--- config.mk ---
export PLATFORM = sky130hd
export DESIGN_NAME = gsbp_out_fifo
export DESIGN_NICKNAME = d
export VERILOG_FILES = /design/src/gsbp_pkg.sv /design/src/gsbp_out_fifo.sv
export SDC_FILE = /design/constraint.sdc
export NUM_CORES = 1
export LEC_CHECK = 0
export BUFFER_PORTS_ARGS = -buffer_cell sky130_fd_sc_hd__buf_2
export CAP_MARGIN = 20
export CORE_ASPECT_RATIO = 1.1
export CORE_MARGIN = 2
export CORE_UTILIZATION = 30
export DETAILED_ROUTE_END_ITERATION = 10
export MAX_ROUTING_LAYER = met4
export SLEW_MARGIN = 5
export SYNTH_ARGS = -nofsm -noshare
export SYNTH_HDL_FRONTEND = slang
export SYNTH_SLANG_ARGS = --single-unit
export TNS_END_PERCENT = 30
--- constraint.sdc ---
create_clock -name clk -period 19.1 [get_ports clk]
set_clock_uncertainty 0.2 [all_clocks]
set_input_delay 5.73 -clock clk [delete_from_list [all_inputs] [get_ports clk]]
set_output_delay 5.73 -clock clk [all_outputs]
set_load 0.03 [all_outputs]
--- src/gsbp_pkg.sv ---
// Shared types and constants of the gshare branch predictor.
// No dependencies; used by gsbp_out_fifo, the top level and the testbench.
`default_nettype none

package gsbp_pkg;

  localparam int HIST_W          = 12;  // global history register width
  localparam int HLEN_W          = 4;   // history length register width
  localparam int HLEN_RESET      = 8;
  localparam int PC_W            = 32;
  localparam int PC_LSB          = 2;   // instructions are word aligned
  localparam int TALLY_W         = 32;
  localparam int TAKEN_THRESHOLD = 4;
  localparam int COUNTER_RESET   = 4;
  localparam int CTR_SAT_MIN     = 0;
  localparam int IN_TDATA_W      = 40;
  localparam int OUT_TDATA_W     = 72;

  // One result; the last field sits in the lowest bits.
  typedef struct packed {
    logic [TALLY_W-1:0] total_mispredictions;
    logic [TALLY_W-1:0] total_predictions;
    logic               mispredict;
    logic               predict_taken;
  } result_t;

  localparam int RESULT_W = $bits(result_t);

endpackage

`default_nettype wire

--- src/gsbp_out_fifo.sv ---
// Three-entry result queue between the update stage and the output stream.
// Depends on gsbp_pkg for the result type.
`default_nettype none

module gsbp_out_fifo (
  input  wire logic             clk,
  input  wire logic             rst,
  input  wire logic             push,
  input  wire gsbp_pkg::result_t push_data,
  input  wire logic             pop,
  output gsbp_pkg::result_t     head,
  output logic                  not_empty,
  output logic [1:0]            count
);

  localparam int DEPTH = 3;

  gsbp_pkg::result_t entries [DEPTH];
  logic [1:0] wr_ptr;
  logic [1:0] rd_ptr;

  function automatic logic [1:0] ptr_inc(input logic [1:0] p);
    return (p == 2'(DEPTH - 1)) ? 2'd0 : p + 2'd1;
  endfunction

  assign head      = entries[rd_ptr];
  assign not_empty = (count != 2'd0);

  always_ff @(posedge clk) begin
    if (rst) begin
      wr_ptr <= '0;
      rd_ptr <= '0;
      count  <= '0;
    end else begin
      if (push) begin
        wr_ptr <= ptr_inc(wr_ptr);
      end
      if (pop) begin
        rd_ptr <= ptr_inc(rd_ptr);
      end
      if (push && !pop) begin
        count <= count + 2'd1;
      end else if (pop && !push) begin
        count <= count - 2'd1;
      end
    end
  end

  always_ff @(posedge clk) begin
    if (push) begin
      entries[wr_ptr] <= push_data;
    end
  end

endmodule

`default_nettype wire

==> flow_summary.yaml <==
status:
  outcome: "complete, no violations"
route:
  drtIter0Drc: 211
  via_count: 4121
  drc: 0
  wl_per_cell_um: 16.0
  wl_met1_mm: 6.52
  ant_nets: 0
  vias_per_cell: 4.43
  dr_wl_met2_mm: 7.13
  route.met3.wl_um: 934
  drt_wl_total_mm: 14.9
  top_layer_used: "met4"
  first_pass_iters: 4
synthesis:
  synth_top_area_share_pct: 77.5
  synth_edf_count: 198
  yosysSeqAreaShare_pct: 79.6
  synth_area_per_cell_sq_um: 17.1
  synthFlopType: "edfxtp_1"
  yosys_warnings: 0
  synthesis.area_sq_um: 7670
  synthTopCellsByCount: "198 x edfxtp_1, 68 x nand2_1, 66 x mux2i_1"
  synth_top_area_cell: "edfxtp_1"
  ys_async_sr_fraction_pct: 0
  yosysMostFrequentCell: "edfxtp_1"
  synth_area_leaders: "edfxtp_1 77%, mux2i_1 8.6%, nand2_1 3.3%"
  ys_ff_latch: 206
  syn_nets: 521
  postSynthCellCount: 450
  ys_types: 23
worst_setup_path:
  startpoint_type: "flip-flop"
  endpoint_kind: "primary output"
  reg2reg_to: "entries[1][12]$_DFFE_PP_"
  cp_cell_sequence: "buf_4 > mux2i_1 > o21ai_0 > buf_2"
  crit_buf_inv: 2
  cp_data_required_time_ns: 13.17
  ff2ff_setup_slack_ns: 16.87
  crit_type: "reg -> out"
  crit_family: "buffers and inverters"
  endpoint: "head[12]"
  slowest_delay_ns: 0.74
  r2r_start: "wr_ptr[0]$_SDFFE_PP0P_"
  path_max_fanout: 43
  worst-path-stages: 4
  cp_slowest_cell: "buf_4"
  worst-r2r-cell-count: 2
  cp.arrival_ns: 2.66
clocking:
  cts_num_sinks: 206
  cts_buffer_depth: 3
  cts_tree: "yes"
  cts_hold_buf: 0
  clkLatencyLatePin_ns: 0.49
  cts_setup_buffers: 0
  htree_num_levels: 1
  cts_resized: 0
  numCtsBuffers: 23
  cts_root_buf: "clkbuf_16"
  clk_pin_slew_ns: 0.06
die:
  core_area_sq_um: 25200
  chipHeight_um: 172
  die_w_um: 156
  initial_core_util_pct: 30.5
  ios: 139
  dieArea_sq_um: 26900
  rows: 61
global_route:
  grt_pass1_wl_mm: 22.5
  grt_max_degree: 68
  grt_pass1_vias: 4148
  antenna_found_initial: 1
  grtUsageTotal_pct: 11.2
  overflow: 0
timing:
  tns_ns: 0
  relSlewSlack_pct: 43.9
  rsz0062_at_grt: "no"
  final_max_slew_viol_count: 0
  min_period_ns: 8.59
  setup_violations: 0
  hold_viol: 0
  max_freq_mhz: 116
  fin_crit_sh_pct: 45.0
  worst_pin_slew_ns: 0.842
placement:
  placed_cells: 887
  place.gp.congestion: 0.683
  port_buffers: 138
  dp_hpwl_mm: 8.73
worst_hold_path:
  hold_path.startpoint: "rd_ptr[1]$_SDFFE_PP0P_"
  hp-class: "reg -> reg"
run:
  drv_cap: 0
power:
  ir_worst_vdd_mv: 0.0678
  power.leakage_nw: 3.27
  power_density_nw_per_um2: 112
finish:
  nets: 669
  utilization_pct: 37.3
  layout-drive-gt1-share_pct: 30.5
  nFillCells: 2370
  area_delta_synth_final_pct: 22.6
  finalNonFillerCells: 930
-- cell families (layout without fill, tap and decap cells) --
group,count (synthesis),in the layout,share of synthesized area (%)
DFF,206,206,79.6
and+or+nand+nor,79,79,4.14
adders and majority gates,1,1,0.163
xor gates and xnor gates,2,2,0.228
AOI/OAI and AO/OA,72,72,4.76
buffers and inverters,24,188,2.53
other,0,1,0
muxes,66,66,8.61
-- layout by cell type (no fill, tap or decap), drive strengths merged --
cell type,n
buf,145
or3,1
o21ai,67
dfxtp,8
clkinv,5
nor2b,1
inv,4
nor3b,1
xor2,2
clkbuf,31
bufinv,1
or2,1
o21ba,1
ha,1
and3b,1
nand3b,1
mux2i,66
diode,1
clkinvlp,2
nor3,1
nand2,68
nor2,4
edfxtp,198
a21oi,4
-- worst min path at each step --
stage                            to  slack [ns]  cells after the start
after CTS                 flip-flop        0.30                      2
after detailed placement  flip-flop        0.29                      2
after global placement    flip-flop        0.27                      2
after global routing      flip-flop        0.33                      2
final                     flip-flop        0.30                      2
after floorplan           flip-flop        0.25                      2
-- per-layer routing --
metal	track usage (%)	up-vias
met5	-	-
met4	3.11	0
met3	2.57	26
met2	18.6	121
met1	13.7	1977
li1	-	1997
-- cell type report --
class	instances	area, sq um	area share, %
clock inverters	10	87.6	0.931
repair buffers	145	763	8.12
well taps	315	394	4.19
multi-input cells	220	1390	14.8
flip-flops and latches	206	6110	65.0
clock buffers	31	646	6.87
diodes	1	2.50	0.0266
inverters	2	7.51	0.0798
-- flip-flops by register name, summed over array words and instances, names as in the netlist, named ones only --
name / count
count: 2
entries: 198
rd_ptr: 2
wr_ptr: 2
-- worst reg2reg max path, cell delays in order, from the launching register on --
cell and delay (ns):
dfxtp_1 0.43, and3b_4 0.59, buf_4 0.60
-- power breakdown --
| part | internal [mW] | switching [mW] |
|---|---|---|
| clock | 0.251 | 0.168 |
| sequential | 0.517 | 0.00862 |
| combinational | 0.0332 | 0.0758 |
| total | 0.802 | 0.253 |
-- metrics by stage --
step	hold WS, ns	instance area [sq um]	worst slack (ns)	power (mW)
after floorplan	0.254	7670	7.96	0.610
after global placement	0.267	8640	10.99	0.645
after detailed placement	0.286	8640	10.99	0.646
after CTS	0.296	9370	10.43	1.07
after global routing	0.335	9400	10.34	1.10
final	0.297	9400	10.51	1.05
Power figures use the tool's default switching activity.
